[src/hdl/prd_pkg.sv]
// ----------------------------------------------------------------------------
// prd_pkg: shared types and codes for the priority ring deque
// Item formats, action and status codes, entry layout and defaults.
// ----------------------------------------------------------------------------
`default_nettype none

package prd_pkg;

    localparam int DEPTH_DEFAULT = 8;
    localparam int TAG_W         = 16;
    localparam int PRIO_W        = 8;
    localparam int OCC_W         = 4;

    localparam logic [PRIO_W-1:0] PRIO_BACK  = PRIO_W'(0);
    localparam logic [PRIO_W-1:0] PRIO_FRONT = PRIO_W'(10);

    localparam logic [2:0] ACT_PUSH_BACK  = 3'd0;
    localparam logic [2:0] ACT_PUSH_FRONT = 3'd1;
    localparam logic [2:0] ACT_POP_FRONT  = 3'd2;
    localparam logic [2:0] ACT_POP_BACK   = 3'd3;
    localparam logic [2:0] ACT_INSERT     = 3'd4;

    localparam logic [1:0] ST_OK    = 2'd0;
    localparam logic [1:0] ST_FULL  = 2'd1;
    localparam logic [1:0] ST_EMPTY = 2'd2;

    typedef struct packed {
        logic [2:0]        action;
        logic [TAG_W-1:0]  tag;
        logic [PRIO_W-1:0] priority_req;
    } t_in_item;

    typedef struct packed {
        logic [1:0]        status;
        logic [TAG_W-1:0]  out_tag;
        logic [PRIO_W-1:0] out_priority;
        logic [OCC_W-1:0]  occupancy;
    } t_out_item;

    typedef struct packed {
        logic [TAG_W-1:0]  tag;
        logic [PRIO_W-1:0] prio;
    } t_entry;

endpackage

`default_nettype wire

[src/hdl/priority_ring_deque.sv]
// ----------------------------------------------------------------------------
// priority_ring_deque: ring deque with sorted insert
// Entries of tag and priority held in one synchronous memory; push and pop
// at both ends, and priority insert that shifts the higher run frontward.
// ----------------------------------------------------------------------------
//  channel  | valid        | stall        | payload
//  ---------+--------------+--------------+----------------------
//  input    | i_in_valid   | o_in_stall   | i_in_item  (t_in_item)
//  output   | o_out_valid  | i_out_stall  | o_out_item (t_out_item)
//
//  Push back, push front, insert into an empty deque, rejected and unknown
//  actions are answered from the idle state, without a memory read.
//  Pop front and pop back: one memory read, then the result in S_POP.
//  Priority insert otherwise: each higher entry moves one slot frontward,
//  one memory read and one write per cycle, then the new entry is written.
//  One item at a time; the input stalls while an item is in work or while
//  an unaccepted result holds the output register.
//  Reset clears head, count and state; memory contents start undefined.
// ----------------------------------------------------------------------------
`default_nettype none

module priority_ring_deque
    import prd_pkg::*;
#(
    parameter int DEPTH = DEPTH_DEFAULT
) (
    input  wire logic      i_clk,
    input  wire logic      i_rst_n,
    input  wire logic      i_in_valid,
    output logic           o_in_stall,
    input  wire t_in_item  i_in_item,
    output logic           o_out_valid,
    input  wire logic      i_out_stall,
    output t_out_item      o_out_item
);

    localparam int IW = $clog2(DEPTH);
    localparam int CW = $clog2(DEPTH + 1);
    localparam int SW = IW + 1;

    localparam logic [2:0] S_IDLE  = 3'd0;
    localparam logic [2:0] S_POP   = 3'd1;
    localparam logic [2:0] S_SCAN  = 3'd2;
    localparam logic [2:0] S_PLACE = 3'd3;

    function automatic logic [IW-1:0] slot_add(input logic [IW-1:0] base,
                                               input logic [CW-1:0] off);
        logic [SW-1:0] sum;
        sum = SW'(base) + SW'(off);
        if (sum >= SW'(DEPTH)) begin
            sum = sum - SW'(DEPTH);
        end
        return sum[IW-1:0];
    endfunction

    function automatic logic [IW-1:0] slot_next(input logic [IW-1:0] s);
        return (s == IW'(DEPTH - 1)) ? '0 : s + IW'(1);
    endfunction

    function automatic logic [IW-1:0] slot_prev(input logic [IW-1:0] s);
        return (s == '0) ? IW'(DEPTH - 1) : s - IW'(1);
    endfunction

    function automatic logic [OCC_W-1:0] occ_of(input logic [CW-1:0] c);
        logic [CW+OCC_W-1:0] wide;
        wide = {{OCC_W{1'b0}}, c};
        return wide[OCC_W-1:0];
    endfunction

    t_entry            mem [DEPTH];
    t_entry            r_q;

    logic [2:0]        r_state, n_state;
    logic [IW-1:0]     r_head, n_head;
    logic [CW-1:0]     r_cnt, n_cnt;
    logic [CW-1:0]     r_k, n_k;
    logic [IW-1:0]     r_src, n_src;
    logic [TAG_W-1:0]  r_tag, n_tag;
    logic [PRIO_W-1:0] r_prio, n_prio;
    logic              r_out_valid;
    t_out_item         r_out;

    logic              in_fire;
    logic              full, empty;
    logic              rd_en, we;
    logic [IW-1:0]     rd_addr, wr_addr;
    t_entry            wr_data;
    logic              load_out;
    t_out_item         out_d;
    logic [CW-1:0]     k_inc;

    assign o_in_stall  = (r_state != S_IDLE) | (r_out_valid & i_out_stall);
    assign in_fire     = i_in_valid & ~o_in_stall;
    assign full        = (r_cnt >= CW'(DEPTH));
    assign empty       = (r_cnt == '0);
    assign k_inc       = r_k + CW'(1);
    assign o_out_valid = r_out_valid;
    assign o_out_item  = r_out;

    always_comb begin
        n_state  = r_state;
        n_head   = r_head;
        n_cnt    = r_cnt;
        n_k      = r_k;
        n_src    = r_src;
        n_tag    = r_tag;
        n_prio   = r_prio;
        rd_en    = 1'b0;
        rd_addr  = r_head;
        we       = 1'b0;
        wr_addr  = r_head;
        wr_data  = '0;
        load_out = 1'b0;
        out_d    = '0;

        unique case (r_state)
            S_IDLE: begin
                if (in_fire) begin
                    n_tag  = i_in_item.tag;
                    n_prio = i_in_item.priority_req;
                    unique case (i_in_item.action)
                        ACT_PUSH_BACK: begin
                            load_out = 1'b1;
                            if (full) begin
                                out_d.status = ST_FULL;
                            end else begin
                                we      = 1'b1;
                                wr_addr = slot_add(r_head, r_cnt);
                                wr_data = '{tag: i_in_item.tag, prio: PRIO_BACK};
                                n_cnt   = r_cnt + CW'(1);
                            end
                        end
                        ACT_PUSH_FRONT: begin
                            load_out = 1'b1;
                            if (full) begin
                                out_d.status = ST_FULL;
                            end else begin
                                we      = 1'b1;
                                wr_addr = slot_prev(r_head);
                                wr_data = '{tag: i_in_item.tag, prio: PRIO_FRONT};
                                n_head  = slot_prev(r_head);
                                n_cnt   = r_cnt + CW'(1);
                            end
                        end
                        ACT_POP_FRONT: begin
                            if (empty) begin
                                load_out     = 1'b1;
                                out_d.status = ST_EMPTY;
                            end else begin
                                rd_en   = 1'b1;
                                rd_addr = r_head;
                                n_head  = slot_next(r_head);
                                n_cnt   = r_cnt - CW'(1);
                                n_state = S_POP;
                            end
                        end
                        ACT_POP_BACK: begin
                            if (empty) begin
                                load_out     = 1'b1;
                                out_d.status = ST_EMPTY;
                            end else begin
                                rd_en   = 1'b1;
                                rd_addr = slot_add(r_head, r_cnt - CW'(1));
                                n_cnt   = r_cnt - CW'(1);
                                n_state = S_POP;
                            end
                        end
                        ACT_INSERT: begin
                            if (full) begin
                                load_out     = 1'b1;
                                out_d.status = ST_FULL;
                            end else if (empty) begin
                                load_out = 1'b1;
                                we       = 1'b1;
                                wr_addr  = slot_prev(r_head);
                                wr_data  = '{tag: i_in_item.tag,
                                             prio: i_in_item.priority_req};
                                n_head   = slot_prev(r_head);
                                n_cnt    = r_cnt + CW'(1);
                            end else begin
                                rd_en   = 1'b1;
                                rd_addr = r_head;
                                n_k     = '0;
                                n_src   = r_head;
                                n_state = S_SCAN;
                            end
                        end
                        default: begin
                            load_out = 1'b1;
                        end
                    endcase
                end
            end
            S_POP: begin
                load_out           = 1'b1;
                out_d.out_tag      = r_q.tag;
                out_d.out_priority = r_q.prio;
                n_state            = S_IDLE;
            end
            S_SCAN: begin
                if (r_q.prio > r_prio) begin
                    // shift this entry one slot toward the front
                    we      = 1'b1;
                    wr_addr = slot_prev(r_src);
                    wr_data = r_q;
                    if (k_inc < r_cnt) begin
                        rd_en   = 1'b1;
                        rd_addr = slot_next(r_src);
                        n_k     = k_inc;
                        n_src   = slot_next(r_src);
                    end else begin
                        n_state = S_PLACE;
                    end
                end else begin
                    load_out = 1'b1;
                    we       = 1'b1;
                    wr_addr  = slot_prev(r_src);
                    wr_data  = '{tag: r_tag, prio: r_prio};
                    n_head   = slot_prev(r_head);
                    n_cnt    = r_cnt + CW'(1);
                    n_state  = S_IDLE;
                end
            end
            S_PLACE: begin
                load_out = 1'b1;
                we       = 1'b1;
                wr_addr  = r_src;
                wr_data  = '{tag: r_tag, prio: r_prio};
                n_head   = slot_prev(r_head);
                n_cnt    = r_cnt + CW'(1);
                n_state  = S_IDLE;
            end
            default: begin
                n_state = S_IDLE;
            end
        endcase

        out_d.occupancy = occ_of(n_cnt);
    end

    always_ff @(posedge i_clk) begin
        if (we) begin
            mem[wr_addr] <= wr_data;
        end
        if (rd_en) begin
            r_q <= mem[rd_addr];
        end
    end

    always_ff @(posedge i_clk) begin
        r_k    <= n_k;
        r_src  <= n_src;
        r_tag  <= n_tag;
        r_prio <= n_prio;
        if (load_out) begin
            r_out <= out_d;
        end
    end

    always_ff @(posedge i_clk) begin
        if (!i_rst_n) begin
            r_state     <= S_IDLE;
            r_head      <= '0;
            r_cnt       <= '0;
            r_out_valid <= 1'b0;
        end else begin
            r_state <= n_state;
            r_head  <= n_head;
            r_cnt   <= n_cnt;
            if (load_out) begin
                r_out_valid <= 1'b1;
            end else if (r_out_valid && !i_out_stall) begin
                r_out_valid <= 1'b0;
            end
        end
    end

endmodule

`default_nettype wire

[config.mk]
export PLATFORM = sky130hd
export DESIGN_NAME = priority_ring_deque
export DESIGN_NICKNAME = d
export VERILOG_FILES = /design/src/hdl/prd_pkg.sv /design/src/hdl/priority_ring_deque.sv
export SDC_FILE = /design/constraint.sdc
export NUM_CORES = 1
export LEC_CHECK = 0
export BUFFER_PORTS_ARGS = -buffer_cell sky130_fd_sc_hd__buf_2
export CAP_MARGIN = 20
export CORE_ASPECT_RATIO = 1.4
export CORE_MARGIN = 2
export CORE_UTILIZATION = 35
export DETAILED_ROUTE_END_ITERATION = 8
export GPL_TIMING_DRIVEN = 0
export PLACE_DENSITY = 0.5
export SYNTH_ARGS = -nofsm -noshare
export SYNTH_HDL_FRONTEND = slang
export SYNTH_SLANG_ARGS = --single-unit
[constraint.sdc]
create_clock -name i_clk -period 4.55 [get_ports i_clk]
set_clock_uncertainty 0.2 [all_clocks]
set_input_delay 0.6825 -clock i_clk [delete_from_list [all_inputs] [get_ports i_clk]]
set_output_delay 0.6825 -clock i_clk [all_outputs]
set_load 0.01 [all_outputs]
Yosys cells after proc, flatten, opt, wreduce, memory -nomap -nowiden
Memory sizes are Yosys's and may differ from the RTL's. A register that Yosys moved wholly into a read port is not among the register bits.
Index checks and enable logic that the tools add are counted.
{"block": "totals", "memories": 1, "wordCells": 163, "inputBits": 31, "output_inout_bits": 32, "ff_bits": 72, "mem_bits_rw": 192}
{"name": "mem", "depth": 8, "width": 24, "rd": 1, "rd_ports_with_merged_regs": 1, "write_ports": 1, "line": "priority_ring_deque.sv:70", "text": "t_entry mem [DEPTH];"}
{"block": "op_classes", "n_addsub": 11, "n_reduce_logical": 20, "eq_ne": 23, "n_lt_le_gt_ge": 5, "bitwise": 4, "muxes": 87}
{"op": "24-bit two-way mux", "count": 6}
{"op": "24-bit case mux with 3 select lines", "count": 2}
{"op": "3-bit two-way mux", "count": 31}
{"op": "4-bit two-way mux", "count": 12}
{"op": "3-bit case mux with 3 select lines", "count": 4}
{"op": "3-bit case mux with 2 select lines", "count": 4}
{"op": "4-bit case mux with 3 select lines", "count": 2}
{"op": "1-bit two-way mux", "count": 17}
{"op": "3-bit inequality test (second input constant)", "count": 5}
{"op": "3-bit by 2-bit == test with 1-bit output (second input constant)", "count": 4}
{"op": "4-bit >= comparator (second input constant)", "count": 3}
{"op": "3-bit logical NOT", "count": 4}
{"op": "2-bit inequality test (second input constant)", "count": 6}
{"op": "3-bit by 1-bit subtractor with 3-bit output (second input constant)", "count": 4}
{"op": "1-bit case mux with 2 select lines", "count": 5}
{"op": "3-bit == test (second input constant)", "count": 3}
{"op": "3-bit by 4-bit adder with 4-bit output", "count": 2}
{"op": "4-bit by 1-bit adder with 4-bit output (second input constant)", "count": 2}
{"op": "8-bit > comparator", "count": 1}
{"op": "4-bit case mux with 2 select lines", "count": 1}
{"op": "2-bit OR reduction", "count": 4}
{"op": "7-bit AND reduction", "count": 1}
{"op": "3-bit by 1-bit adder with 3-bit output (second input constant)", "count": 2}
{"op": "3-bit by 1-bit == test with 1-bit output (second input constant)", "count": 2}
{"op": "other kinds (20)", "count": 23}

Logic depth before layout (Yosys ltp)
{"block": "depth", "word_depth": 8, "ltp_mapped": 15, "ltp_nobuf": 12}

Worst setup path before layout
OpenSTA, ideal clock, no wires.
{"block": "synth_timing", "kind": "input port to flip-flop", "startpoint": "in i_out_stall", "endpoint": "mem mem[3][0] (netlist name), enable pin", "path_buffers": 0, "setup_ns": 0.435, "stages": 9, "t_arrival_ns": 4.172, "path_slack_ns": -0.257, "path_cell_list": "nand2_1 -> nand3_1 -> clkinv_1 -> and2_1 -> nor2_1 -> nor2_1 -> o22a_1 -> o21bai_1 -> nor3_1"}
{"block": "synth_between", "elab_chain_cells": 8}
{"item": "start: declaration", "line": "priority_ring_deque.sv:33", "text": "input wire logic i_out_stall,"}
{"item": "1-bit AND (*)", "line": "priority_ring_deque.sv:92", "text": "assign o_in_stall = (r_state != S_IDLE) | (r_out_valid & i_out_stall);"}
{"item": "1-bit bitwise OR (*)", "line": "priority_ring_deque.sv:92"}
{"item": "1-bit NOT (*)", "line": "priority_ring_deque.sv:93", "text": "assign in_fire = i_in_valid & ~o_in_stall;"}
{"item": "1-bit AND (*)", "line": "priority_ring_deque.sv:93"}
{"item": "1-bit two-way mux", "line": "priority_ring_deque.sv:118", "text": "if (in_fire) begin"}
{"item": "1-bit case mux with 2 select lines", "line": "priority_ring_deque.sv:116", "text": "unique case (r_state)"}
{"item": "1-bit two-way mux", "line": "priority_ring_deque.sv:242", "text": "if (we) begin"}
{"item": "1-bit two-way mux (not written as such)", "line": "priority_ring_deque.sv:243", "text": "mem[wr_addr] <= wr_data;"}
{"item": "end: declaration", "line": "priority_ring_deque.sv:70"}
Mark *: on every way between the ends. The rest lies on a longest branch, timed or not.

Worst setup path after layout
{"block": "layout_timing", "startpoint": "reg r_cnt[0]", "endpoint": "mem mem[6][4] (netlist name), enable pin"}
{"block": "layout_between", "elab_chain_cells": 8}
{"item": "start: declaration", "line": "priority_ring_deque.sv:75", "text": "logic [CW-1:0] r_cnt, n_cnt;"}
{"item": "start signal: assignment", "line": "priority_ring_deque.sv:269", "text": "r_cnt <= n_cnt;"}
{"item": "parallel branches: the longest is 8 deep, another holds 3-bit by 4-bit adder with 4-bit output"}
Several ways; the timed one is not identified.

==> results.sh <==
export IMPL_grt_ovfl_total=0
export IMPL_hold_path_class="in -> reg"
export IMPL_synth_edf_count=277
export IMPL_synth_seq_area_share_pct=66.7
export IMPL_drv_slew=0
export IMPL_path_max_fanout=12
export IMPL_cpPeakStageDelay_ps=520
export IMPL_cts_hold_buf=0
export IMPL_fp_dieH_um=230
export IMPL_io_buffers=61
export IMPL_detail_route_antenna_nets=0
export IMPL_synthXorXnorAreaFrac_pct=0.480
export IMPL_p_per_area_nw_per_um2=415
export IMPL_final_util_pct=41.5
export IMPL_fin_tns_setup_ps=0
export IMPL_cts_root_buffer="clkbuf_16"
export IMPL_final_cells=1495
export IMPL_crit_required_ps=4520
export IMPL_period_minus_slack_ps=4350
export IMPL_finish_net_count=1071
export IMPL_dieArea_sq_um=38000
export IMPL_drc=0
export IMPL_cts_tree="yes"
export IMPL_avgSynthCellArea_sq_um=14.0
export IMPL_grt_first_pass_wirelength_um=51500
export IMPL_synth_compound_area_share_pct=12.5
export IMPL_syn_nets=966
export IMPL_crit_path_end_kind="register"
export IMPL_wl_per_cell_um=23.3
export IMPL_ios=63
export IMPL_vias=7982
export IMPL_crit_top_cell="nand2_1"
export IMPL_drtIter0Drc=697
export IMPL_numCtsBuffers=28
export IMPL_dp_hpwl_um=23500
export IMPL_synthCells=909
export IMPL_gp_congestion=0.866
export IMPL_synth_fa_ha_area_share_pct=2.67
export IMPL_ys_types=64
export IMPL_insertedDiodeCount=0
export IMPL_relSlewSlack_pct=26.4
export IMPL_slowest_stage="nor2b_1"
export IMPL_status="complete, no violations"
export IMPL_synth_simple_area_share_pct=9.39
export IMPL_critPathLaunchType="register"
export IMPL_yosysWarningCount=0
export IMPL_cap_violations=0
export IMPL_grt_start_max_net_pins=33
export IMPL_start_util_pct=35.6
export IMPL_ys_ff_latch=287
export IMPL_max_freq_ghz=0.230
export IMPL_synth_area_sq_um=12800
export IMPL_hold_viol_final=0
export IMPL_drt_first_pass_iters=6
export IMPL_drive_above_1_share_pct=24.5
export IMPL_final_cell_mix="edfxtp_1, nand2_1, buf_2"
export IMPL_h_tree_depth=1
export IMPL_clockBufferDepth=3
export IMPL_insertion_delay_ps=560
export IMPL_dp_cells=1441
export IMPL_criticalPathCategory="reg -> reg"
export IMPL_antenna_found_initial=0
export IMPL_power_leakage_uw=0.00551
export IMPL_ir_drop_mv=0.229
export IMPL_synthFlopType="edfxtp_1"
export IMPL_synth_top_family_by_area="compound AO/OA/AOI/OAI gates"
export IMPL_routed_wl_um=34900
export IMPL_grt_usage_pct=18.5
export IMPL_synthMuxAreaShare_pct=4.85
export IMPL_final_common_cell="edfxtp_1"
export IMPL_clock_sinks=287
export IMPL_fin_crit_sh_pct=95.5
export IMPL_dieWidth_um=165
export IMPL_area_growth_pct=16.7
export IMPL_async_flop_share_pct=0
export IMPL_worstMarginPinSlew_ps=1100
export IMPL_crit_chain="inv_1, ha_1, nor2b_1, nand2_1, nor2_1, a211oi_1, o21ai_0, nand2_1, a2bb2o_1, nand2b_1, nor2_4"
export IMPL_cp_arrival_ps=4320
export IMPL_core_area_sq_um=35900
export IMPL_setup_violations_final=0
export IMPL_rows=82
export IMPL_viasPerCell=5.34
export IMPL_grt_pass1_vias=8064
export IMPL_grt_setup_unrepaired="no"
export IMPL_clkTransAtPathRegs_ps=60
## power by group
part | switching [uW] | leakage [uW] | internal (uW) | total, uW
Sequential | 39.2 | 0.00262 | 3020 | 3060
Combinational | 519 | 0.00246 | 307 | 826
Clock | 973 | 0.000431 | 1320 | 2300
## flip-flops by register name (all words and copies together) (netlist names)
name	cells
r_cnt	4
mem	192
r_k	4
r_prio	8
o_out_item	30
o_out_valid	1
r_state	2
r_head	3
r_src	3
r_q	24
r_tag	16
## through the flow
step                      power (uW)  area (sq um)  setup slack [ps]  hold WS (ps)
final                           6190         14900               204           125
after global routing            6420         14900              75.9           106
after CTS                       6250         14900              7.70          99.8
after detailed placement        3940         13900              -256           339
after global placement          3910         13700             -2140           330
after floorplan                 3630         12800               384           323
## cell usage after synthesis, types with 4 or more instances
master	instances	area (sq um)
edfxtp_1	277	8320
nand2_1	100	375
mux2_2	51	574
a21oi_1	48	240
nor2_1	43	161
inv_1	42	158
and2_1	34	213
clkbuf_1	27	101
and3_1	25	156
ha_1	24	300
a222oi_1	23	230
a211oi_2	20	250
o22ai_2	19	238
o21ai_0	16	80.1
o22ai_1	14	87.6
dfxtp_1	10	200
nor3_1	10	50.1
a211oi_1	9	67.6
nand2b_1	9	56.3
buf_2	8	40.0
nor2b_1	8	50.1
a31oi_1	7	43.8
buf_6	7	78.8
buf_4	6	45.0
xnor2_1	6	52.6
o211ai_1	5	37.5
o21bai_1	4	30.0
o22a_1	4	35.0
## critical path, delay by kind of cell (launching register included)
kind,cells,cell delay (ps)
buffers and inverters,1,170
adder cells (fa/ha/maj),1,300
flip-flops,1,420
AO/OA/AOI/OAI,3,800
AND/OR/NAND/NOR,6,2050
## kinds of logic (layout without fill, tap and decap cells)
family,count (synthesis),after routing
buf+inv,93,216
flops,287,287
simple gates,245,246
xor+xnor,7,7
compound gates,196,196
mux,55,55
fa+ha+maj,26,26
## routing by layer
metal	GRT usage [%]	part of all wire, %	wire (um)	up-vias
li1	-	-	-	3673
met1	23.3	41	14300	4045
met2	33.0	52	18200	219
met3	2.13	4.5	1570	45
met4	5.79	2.4	831	0
met5	0	0	0	-
## worst paths after layout
check | startpoint | to | slack (ps) | depth (start not counted)
setup / recovery | r_cnt[0]$_SDFF_PN0_ | mem[6][4]$_DFFE_PP_ | 200 | 11
hold / removal | i_in_item[14] | r_tag[6]$_DFFE_PP_ | 120 | 1
setup reg to reg | r_cnt[0]$_SDFF_PN0_ | mem[6][4]$_DFFE_PP_ | 200 | 11
hold reg to reg | o_out_valid$_SDFFE_PN0P_ | o_out_valid$_SDFFE_PN0P_ | 350 | 2
## layout make-up
cell class	instances	area [sq um]
inverters	44	168
well taps	462	578
plain buffers	49	272
fillers	3355	21000
clock buffers	34	744
multi-input cells	530	3930
flip-flops and latches	287	8520
repair buffers	74	541
clock inverters	15	148
## what timing repair did
action                     4_1_cts  5_1_grt
pin swaps                        1        2
gates cloned                     1        0
hold endpoints to repair         0        0
buffers inserted                 0        4
setup endpoints to repair       34      153
resized for setup                2        7
(Power assumes the default switching activity.)
